**src/hw/rtl/ros_pkg.sv**
```systemverilog
package ros_pkg;

    localparam int unsigned COORD_W = 32;
    localparam int unsigned PIX_W   = 16;
    localparam int unsigned COUNT_W = 32;
    localparam int unsigned CFG_IDX_W = 2;

    localparam logic [CFG_IDX_W-1:0] REG_FRAME_WIDTH  = 2'd0;
    localparam logic [CFG_IDX_W-1:0] REG_FRAME_HEIGHT = 2'd1;

    localparam logic [PIX_W-1:0] FRAME_WIDTH_RST  = 16'd320;
    localparam logic [PIX_W-1:0] FRAME_HEIGHT_RST = 16'd240;

    localparam logic [COUNT_W-1:0] COUNT_SATURATE = 32'hFFFF_FFFF;

    typedef struct packed {
        logic             ok;
        logic [PIX_W-1:0] left;
        logic [PIX_W-1:0] top;
        logic [PIX_W-1:0] width;
        logic [PIX_W-1:0] height;
        logic [PIX_W-1:0] stroke;
    } clip_t;

    typedef struct packed {
        logic             ok;
        logic [PIX_W-1:0] left;
        logic [PIX_W-1:0] top;
        logic [PIX_W-1:0] width;
        logic [PIX_W-1:0] height;
        logic [PIX_W-1:0] thick;
        logic [PIX_W-1:0] edge_rows;
        logic [PIX_W-1:0] side_rows;
        logic [PIX_W:0]   dbl;
    } stroke_t;

    typedef struct packed {
        logic               ok;
        logic [PIX_W-1:0]   left;
        logic [PIX_W-1:0]   top;
        logic [PIX_W-1:0]   width;
        logic [PIX_W-1:0]   height;
        logic [PIX_W-1:0]   thick;
        logic [COUNT_W-1:0] count;
    } result_t;

endpackage

```
**src/hw/rtl/ros_clip.sv**
```systemverilog
module ros_clip
(
    input  logic                          clk,
    input  logic                          rst_n,
    input  logic                          in_valid,
    output logic                          in_ready,
    input  logic [ros_pkg::COORD_W-1:0]   left_in,
    input  logic [ros_pkg::COORD_W-1:0]   top_in,
    input  logic [ros_pkg::COORD_W-1:0]   right_in,
    input  logic [ros_pkg::COORD_W-1:0]   bottom_in,
    input  logic [ros_pkg::PIX_W-1:0]     stroke_in,
    input  logic [ros_pkg::PIX_W-1:0]     frame_width,
    input  logic [ros_pkg::PIX_W-1:0]     frame_height,
    output logic                          out_valid,
    input  logic                          out_ready,
    output ros_pkg::clip_t                out_data
);
    import ros_pkg::*;

    logic                      v1_reg;
    logic                      v2_reg;
    logic                      adv1;
    logic                      adv2;
    logic                      rej1_reg;
    logic                      rej1_next;
    logic signed [COORD_W-1:0] lx1_reg;
    logic signed [COORD_W-1:0] lx1_next;
    logic signed [COORD_W-1:0] ty1_reg;
    logic signed [COORD_W-1:0] ty1_next;
    logic signed [COORD_W-1:0] rx1_reg;
    logic signed [COORD_W-1:0] rx1_next;
    logic signed [COORD_W-1:0] by1_reg;
    logic signed [COORD_W-1:0] by1_next;
    logic [PIX_W-1:0]          t1_reg;
    logic signed [COORD_W-1:0] fw_s;
    logic signed [COORD_W-1:0] fh_s;
    clip_t                     c2_reg;
    clip_t                     c2_next;

    assign adv2     = !v2_reg || out_ready;
    assign adv1     = !v1_reg || adv2;
    assign in_ready = adv1;

    assign fw_s = $signed({{(COORD_W-PIX_W){1'b0}}, frame_width});
    assign fh_s = $signed({{(COORD_W-PIX_W){1'b0}}, frame_height});

    // stage 1: clamp corners to the frame, flag a zero frame size or zero stroke for rejection
    always_comb
    begin
        rej1_next = (frame_width == '0) || (frame_height == '0) || (stroke_in == '0);
        lx1_next  = $signed(left_in)  < 0 ? '0 : $signed(left_in);
        ty1_next  = $signed(top_in)   < 0 ? '0 : $signed(top_in);
        rx1_next  = $signed(right_in)  > fw_s ? fw_s : $signed(right_in);
        by1_next  = $signed(bottom_in) > fh_s ? fh_s : $signed(bottom_in);
    end

    // stage 2: emptiness check and size
    always_comb
    begin
        c2_next.ok     = !rej1_reg && (rx1_reg > lx1_reg) && (by1_reg > ty1_reg);
        c2_next.left   = lx1_reg[PIX_W-1:0];
        c2_next.top    = ty1_reg[PIX_W-1:0];
        c2_next.width  = rx1_reg[PIX_W-1:0] - lx1_reg[PIX_W-1:0];
        c2_next.height = by1_reg[PIX_W-1:0] - ty1_reg[PIX_W-1:0];
        c2_next.stroke = t1_reg;
    end

    always_ff @(posedge clk or negedge rst_n)
    begin
        if (!rst_n)
        begin
            v1_reg <= 1'b0;
            v2_reg <= 1'b0;
        end
        else
        begin
            if (adv1)
                v1_reg <= in_valid;
            if (adv2)
                v2_reg <= v1_reg;
        end
    end

    always_ff @(posedge clk)
    begin
        if (adv1)
        begin
            rej1_reg <= rej1_next;
            lx1_reg  <= lx1_next;
            ty1_reg  <= ty1_next;
            rx1_reg  <= rx1_next;
            by1_reg  <= by1_next;
            t1_reg   <= stroke_in;
        end
        if (adv2)
            c2_reg <= c2_next;
    end

    assign out_valid = v2_reg;
    assign out_data  = c2_reg;

endmodule

```
**src/hw/rtl/ros_stroke.sv**
```systemverilog
module ros_stroke
(
    input  logic             clk,
    input  logic             rst_n,
    input  logic             in_valid,
    output logic             in_ready,
    input  ros_pkg::clip_t   in_data,
    output logic             out_valid,
    input  logic             out_ready,
    output ros_pkg::stroke_t out_data
);
    import ros_pkg::*;

    logic             v3_reg;
    logic             v4_reg;
    logic             v5_reg;
    logic             adv3;
    logic             adv4;
    logic             adv5;
    clip_t            c3_reg;
    clip_t            c3_next;
    clip_t            c4_reg;
    clip_t            c4_next;
    stroke_t          s5_reg;
    stroke_t          s5_next;
    logic [PIX_W:0]   w_round;
    logic [PIX_W:0]   h_round;
    logic [PIX_W-1:0] t_h;
    logic [PIX_W:0]   dbl;

    assign adv5     = !v5_reg || out_ready;
    assign adv4     = !v4_reg || adv5;
    assign adv3     = !v3_reg || adv4;
    assign in_ready = adv3;

    // stage 3: clamp against half the width
    always_comb
    begin
        w_round = {1'b0, in_data.width} + (PIX_W+1)'(1);
        c3_next = in_data;
        if (in_data.stroke > {1'b0, in_data.width[PIX_W-1:1]})
            c3_next.stroke = w_round[PIX_W:1];
    end

    // stage 4: clamp against half the height, floor of one
    always_comb
    begin
        h_round = {1'b0, c3_reg.height} + (PIX_W+1)'(1);
        t_h     = c3_reg.stroke;
        if (c3_reg.stroke > {1'b0, c3_reg.height[PIX_W-1:1]})
            t_h = h_round[PIX_W:1];
        c4_next        = c3_reg;
        c4_next.stroke = (t_h == '0) ? PIX_W'(1) : t_h;
    end

    // stage 5: band heights
    always_comb
    begin
        dbl               = {c4_reg.stroke, 1'b0};
        s5_next.ok        = c4_reg.ok;
        s5_next.left      = c4_reg.left;
        s5_next.top       = c4_reg.top;
        s5_next.width     = c4_reg.width;
        s5_next.height    = c4_reg.height;
        s5_next.thick     = c4_reg.stroke;
        s5_next.dbl       = dbl;
        s5_next.edge_rows = (dbl > {1'b0, c4_reg.height}) ? c4_reg.height : dbl[PIX_W-1:0];
        s5_next.side_rows = c4_reg.height - s5_next.edge_rows;
    end

    always_ff @(posedge clk or negedge rst_n)
    begin
        if (!rst_n)
        begin
            v3_reg <= 1'b0;
            v4_reg <= 1'b0;
            v5_reg <= 1'b0;
        end
        else
        begin
            if (adv3)
                v3_reg <= in_valid;
            if (adv4)
                v4_reg <= v3_reg;
            if (adv5)
                v5_reg <= v4_reg;
        end
    end

    always_ff @(posedge clk)
    begin
        if (adv3)
            c3_reg <= c3_next;
        if (adv4)
            c4_reg <= c4_next;
        if (adv5)
            s5_reg <= s5_next;
    end

    assign out_valid = v5_reg;
    assign out_data  = s5_reg;

endmodule

```
**src/hw/rtl/ros_count.sv**
```systemverilog
module ros_count
(
    input  logic             clk,
    input  logic             rst_n,
    input  logic             in_valid,
    output logic             in_ready,
    input  ros_pkg::stroke_t in_data,
    output logic             out_valid,
    input  logic             out_ready,
    output ros_pkg::result_t out_data
);
    import ros_pkg::*;

    logic                 v6_reg;
    logic                 v7_reg;
    logic                 adv6;
    logic                 adv7;
    stroke_t              s6_reg;
    logic [COUNT_W-1:0]   pe6_reg;
    logic [COUNT_W:0]     ps6_reg;
    logic [COUNT_W+1:0]   sum;
    result_t              r7_reg;
    result_t              r7_next;

    assign adv7     = !v7_reg || out_ready;
    assign adv6     = !v6_reg || adv7;
    assign in_ready = adv6;

    // stage 7: add bands, saturate, zero a rejected item
    always_comb
    begin
        sum = {2'b00, pe6_reg} + {1'b0, ps6_reg};
        r7_next = '0;
        if (s6_reg.ok)
        begin
            r7_next.ok     = 1'b1;
            r7_next.left   = s6_reg.left;
            r7_next.top    = s6_reg.top;
            r7_next.width  = s6_reg.width;
            r7_next.height = s6_reg.height;
            r7_next.thick  = s6_reg.thick;
            r7_next.count  = (sum[COUNT_W+1:COUNT_W] != 2'b00) ? COUNT_SATURATE
                                                                : sum[COUNT_W-1:0];
        end
    end

    always_ff @(posedge clk or negedge rst_n)
    begin
        if (!rst_n)
        begin
            v6_reg <= 1'b0;
            v7_reg <= 1'b0;
        end
        else
        begin
            if (adv6)
                v6_reg <= in_valid;
            if (adv7)
                v7_reg <= v6_reg;
        end
    end

    // stage 6: band products
    always_ff @(posedge clk)
    begin
        if (adv6)
        begin
            s6_reg  <= in_data;
            pe6_reg <= COUNT_W'(in_data.edge_rows) * COUNT_W'(in_data.width);
            ps6_reg <= (COUNT_W+1)'(in_data.side_rows) * (COUNT_W+1)'(in_data.dbl);
        end
        if (adv7)
            r7_reg <= r7_next;
    end

    assign out_valid = v7_reg;
    assign out_data  = r7_reg;

`ifndef SYNTHESIS
    a_reject_zero: assert property (@(posedge clk) disable iff (!rst_n)
        v7_reg && !r7_reg.ok |-> r7_reg.count == '0 && r7_reg.width == '0
                                 && r7_reg.thick == '0)
        else $error("rejected item carries nonzero fields");
    a_thick_nonzero: assert property (@(posedge clk) disable iff (!rst_n)
        v7_reg && r7_reg.ok |-> r7_reg.thick != '0)
        else $error("accepted item with zero thickness");
    a_thick_fits: assert property (@(posedge clk) disable iff (!rst_n)
        v7_reg && r7_reg.ok |-> r7_reg.thick <= r7_reg.width
                                && r7_reg.thick <= r7_reg.height)
        else $error("thickness exceeds box");
    a_advance: assert property (@(posedge clk) disable iff (!rst_n)
        v6_reg && adv7 |=> v7_reg)
        else $error("item lost between product and sum stages");
`endif

endmodule

```
**src/hw/rtl/rect_outline_setup_core.sv**
```systemverilog
// throughput: one item per cycle, every stage holds while the next is full
// stall: back pressure reaches every stage combinationally through the ready chain, bubbles are squeezed out
// reset: rst_n asynchronous active low, clears all valid bits
// reset: frame_width returns to 320 and frame_height to 240
module rect_outline_setup_core
(
    input  logic                            clk,
    input  logic                            rst_n,
    input  logic                            s_axis_tvalid,
    output logic                            s_axis_tready,
    // left_in, top_in, right_in, bottom_in, stroke_in
    input  logic [143:0]                    s_axis_tdata,
    output logic                            m_axis_tvalid,
    input  logic                            m_axis_tready,
    // ok, left_out, top_out, width_out, height_out, thickness_out, store_count, zero pad
    output logic [119:0]                    m_axis_tdata,
    input  logic                            cfg_we,
    input  logic [ros_pkg::CFG_IDX_W-1:0]   cfg_index,
    input  logic [ros_pkg::PIX_W-1:0]       cfg_data
);
    import ros_pkg::*;

    logic [PIX_W-1:0] fw_reg;
    logic [PIX_W-1:0] fh_reg;
    logic             clip_valid;
    logic             clip_ready;
    clip_t            clip_data;
    logic             stk_valid;
    logic             stk_ready;
    stroke_t          stk_data;
    result_t          res_data;

    always_ff @(posedge clk or negedge rst_n)
    begin
        if (!rst_n)
        begin
            fw_reg <= FRAME_WIDTH_RST;
            fh_reg <= FRAME_HEIGHT_RST;
        end
        else if (cfg_we)
        begin
            unique case (cfg_index)
                REG_FRAME_WIDTH:  fw_reg <= cfg_data;
                REG_FRAME_HEIGHT: fh_reg <= cfg_data;
                default:          ;
            endcase
        end
    end

    ros_clip u_clip
    (
        .clk          (clk),
        .rst_n        (rst_n),
        .in_valid     (s_axis_tvalid),
        .in_ready     (s_axis_tready),
        .left_in      (s_axis_tdata[31:0]),
        .top_in       (s_axis_tdata[63:32]),
        .right_in     (s_axis_tdata[95:64]),
        .bottom_in    (s_axis_tdata[127:96]),
        .stroke_in    (s_axis_tdata[143:128]),
        .frame_width  (fw_reg),
        .frame_height (fh_reg),
        .out_valid    (clip_valid),
        .out_ready    (clip_ready),
        .out_data     (clip_data)
    );

    ros_stroke u_stroke
    (
        .clk       (clk),
        .rst_n     (rst_n),
        .in_valid  (clip_valid),
        .in_ready  (clip_ready),
        .in_data   (clip_data),
        .out_valid (stk_valid),
        .out_ready (stk_ready),
        .out_data  (stk_data)
    );

    ros_count u_count
    (
        .clk       (clk),
        .rst_n     (rst_n),
        .in_valid  (stk_valid),
        .in_ready  (stk_ready),
        .in_data   (stk_data),
        .out_valid (m_axis_tvalid),
        .out_ready (m_axis_tready),
        .out_data  (res_data)
    );

    assign m_axis_tdata = {7'b0, res_data.count, res_data.thick, res_data.height,
                           res_data.width, res_data.top, res_data.left, res_data.ok};

endmodule
```
**config.mk**
```make
export PLATFORM = sky130hd
export DESIGN_NAME = rect_outline_setup_core
export DESIGN_NICKNAME = d
export VERILOG_FILES = /design/src/hw/rtl/ros_pkg.sv /design/src/hw/rtl/ros_clip.sv /design/src/hw/rtl/ros_stroke.sv /design/src/hw/rtl/ros_count.sv /design/src/hw/rtl/rect_outline_setup_core.sv
export SDC_FILE = /design/constraint.sdc
export NUM_CORES = 2
export LEC_CHECK = 0
export ABC_AREA = 1
export BUFFER_PORTS_ARGS = -buffer_cell sky130_fd_sc_hd__buf_4
export CAP_MARGIN = 20
export CORE_ASPECT_RATIO = 0.6
export CORE_MARGIN = 1
export CORE_UTILIZATION = 55
export DETAILED_ROUTE_END_ITERATION = 6
export GPL_TIMING_DRIVEN = 0
export PLACE_DENSITY_LB_ADDON = 0.12
export SYNTH_ARGS = -nofsm -noshare
export SYNTH_HDL_FRONTEND = slang
export SYNTH_SLANG_ARGS = --single-unit
```
**constraint.sdc**
```tcl
create_clock -name clk -period 43 [get_ports clk]
set_input_delay 4.3 -clock clk [delete_from_list [all_inputs] [get_ports clk]]
set_output_delay 4.3 -clock clk [all_outputs]
set_load 0.01 [all_outputs]
```
==> reports/metrics.csv <==
metric,value,unit
avgViaCountPerCell,5.26,
cts-root-buf,clkbuf_16,
worst_pin_slew,1.14,ns
netlist.area_leader.share,43.5,%
syn_inst,5215,
synth_area,52300,sq um
ant_nets,0,
clock_skew,0.0323,ns
worstPathArrival,8.01,ns
wirelength,136000,um
fin_ws,30.69,ns
drtIter0Drc,3765,
design.core.area,94100,sq um
cts_buffers,74,
critical_path.max_fanout,72,
place_congestion,0.981,
synth_seq_cells,798,
grt_max_degree,77,
finalInstanceArea,58900,sq um
nNetsFinal,6544,
finalSetupViolations,0,
period_minus_slack,12.31,ns
final-instance-count-excl-fill,6896,
period_share,28.6,%
crit_path_start_kind,input pin,
wire_per_inst,19.7,um
tns,0,ns
endpoint_kind,primary output,
layout_commonest_cell,inv_1,
drv_cap,0,
cp.required,38.70,ns
port_buffers,281,
hpwlAfterDp,109000,um
relSlewSlack,24.3,%
area_growth,12.6,%
critPathKind,input pin to primary output,
die_y,241,um
max_freq,81.2,MHz
place_ws,30.47,ns
drive_gt1_share,8.87,%
seqCellArea,23800,sq um
fill_cells,7820,
post_cts_resized,0,
initial_core_util,55.7,%
hold_class,register to register,
status,completed,
drc_errors,0,
grt_use_total,29.0,%
yosys_warnings,0,
path_clk_slew,0.06,ns
dieArea,96400,sq um
rsz0062_at_grt,no,
hold_viol,0,
htreeDepth,3,
dp.cells,6759,
grt_pass1_wl,209000,um
clkLatencyLatePin,0.66,ns
slew_viol_final,0,
first_pass_iters,7,
ys_seq_area_share,45.4,%
cts_setup_buffers,0,
ctsHoldBuffers,0,
num_vias,36300,
core.rowCount,87,
cts_tree,done,
grt_pass1_vias,35348,
placed_area,56300,sq um
cts.sinks,798,
grt.overflow.total,0,
synth_top_area_cell,edfxtp_1,
cts_max_path_buffers,3,
fp.dieW,400,um
ios,289,
antenna_found_initial,7,
synth.distinct_cells,49,
layout_common_cells,"inv_1 (1183), nand2_1 (1086), edfxtp_1 (759), ha_1 (396), fa_1 (392)",
synthTopCellsByArea,"edfxtp_1 (44%), fa_1 (15%), ha_1 (9.5%)",
avgSynthCellArea,10.0,sq um
multi_input_area,23400,sq um
## Yosys cell counts, drive strengths merged
| library cell | instances |
|---|---|
| fa | 392 |
| nand4 | 38 |
| nor3b | 2 |
| a21oi | 209 |
| conb | 1 |
| nor3 | 37 |
| a21boi | 4 |
| inv | 1191 |
| a31oi | 13 |
| or2 | 18 |
| xor2 | 108 |
| nor4 | 22 |
| o21ai | 194 |
| nand3b | 8 |
| buf | 21 |
| o21bai | 13 |
| nor2 | 316 |
| o22ai | 1 |
| dfstp | 6 |
| nand3 | 103 |
| a211oi | 6 |
| ha | 396 |
| and3 | 1 |
| a21o | 8 |
| nand2 | 1093 |
| o21a | 10 |
| clkbuf | 161 |
| o31ai | 4 |
| o211ai | 8 |
| a41oi | 1 |
| dfrtp | 33 |
| edfxtp | 759 |
| o221ai | 2 |
| xnor2 | 36 |
## layout make-up
type,instances,area share (%)
inverter,1191,7.63
buffer,182,1.28
clock buffer,90,3.28
multi-input combinational,3053,39.7
sequential,798,40.4
clock inverter,46,1.17
antenna,1,0.00425
timing repair buffer,289,3.95
tap,1246,2.65
## kinds of logic after synthesis
logic type / after synthesis / synth area share [%]
AO/OA/AOI/OAI: 473 / 4.96
flip-flops: 798 / 45.4
buffers and inverters: 1373 / 9.98
adder cells (fa/ha/maj): 788 / 24.5
other: 1 / 0.00716
AND/OR/NAND/NOR: 1638 / 12.8
XOR/XNOR: 144 / 2.41
## worst max-delay path: stages
cell     delay [ns]
buf_4          0.07
nor2_1         0.07
inv_6          0.38
buf_16         0.34
nor2_1         0.17
inv_8          0.41
nor2_1         0.19
inv_6          0.37
nor2_1         0.14
inv_4          0.41
nor2_1         0.15
inv_4          0.24
nor2_1         0.17
nand2_4        0.35
buf_4          0.20
## path summary, 6_finish.rpt
path	startpoint	end	slack, ns	cells past startpoint
setup / recovery	m_axis_tready	s_axis_tready	30.69	15
hold / removal	u_stroke.c3_reg[69]	u_stroke.c4_reg[69]	0.41	0
setup reg to reg	u_stroke.out_data[57]	u_count.ps6_reg[29]	35.42	23
hold reg to reg	u_stroke.c3_reg[69]	u_stroke.c4_reg[69]	0.41	0
max in group asynchronous	rst_n	fh_reg[6]	39.00	1
min in group asynchronous	rst_n	u_stroke.out_valid	3.62	1
## routing by layer
layer	global-route usage, %	share of wire (%)
met1	45.9	48
met2	37.5	37
met3	10.3	13
met4	5.66	1.8
met5	0	0
## stage by stage
| step | util, % | hold WS, ns |
|---|---|---|
| floorplan | - | 0.400 |
| global placement | 59.6 | 0.402 |
| detailed placement | 59.9 | 0.405 |
| CTS | 62.6 | 0.413 |
| global route | 62.6 | 0.413 |
| finish | 62.6 | 0.410 |
Power is left out: the tool's default activity adds up to more than one toggle a clock period on the data nets, which glitch-free logic cannot reach.
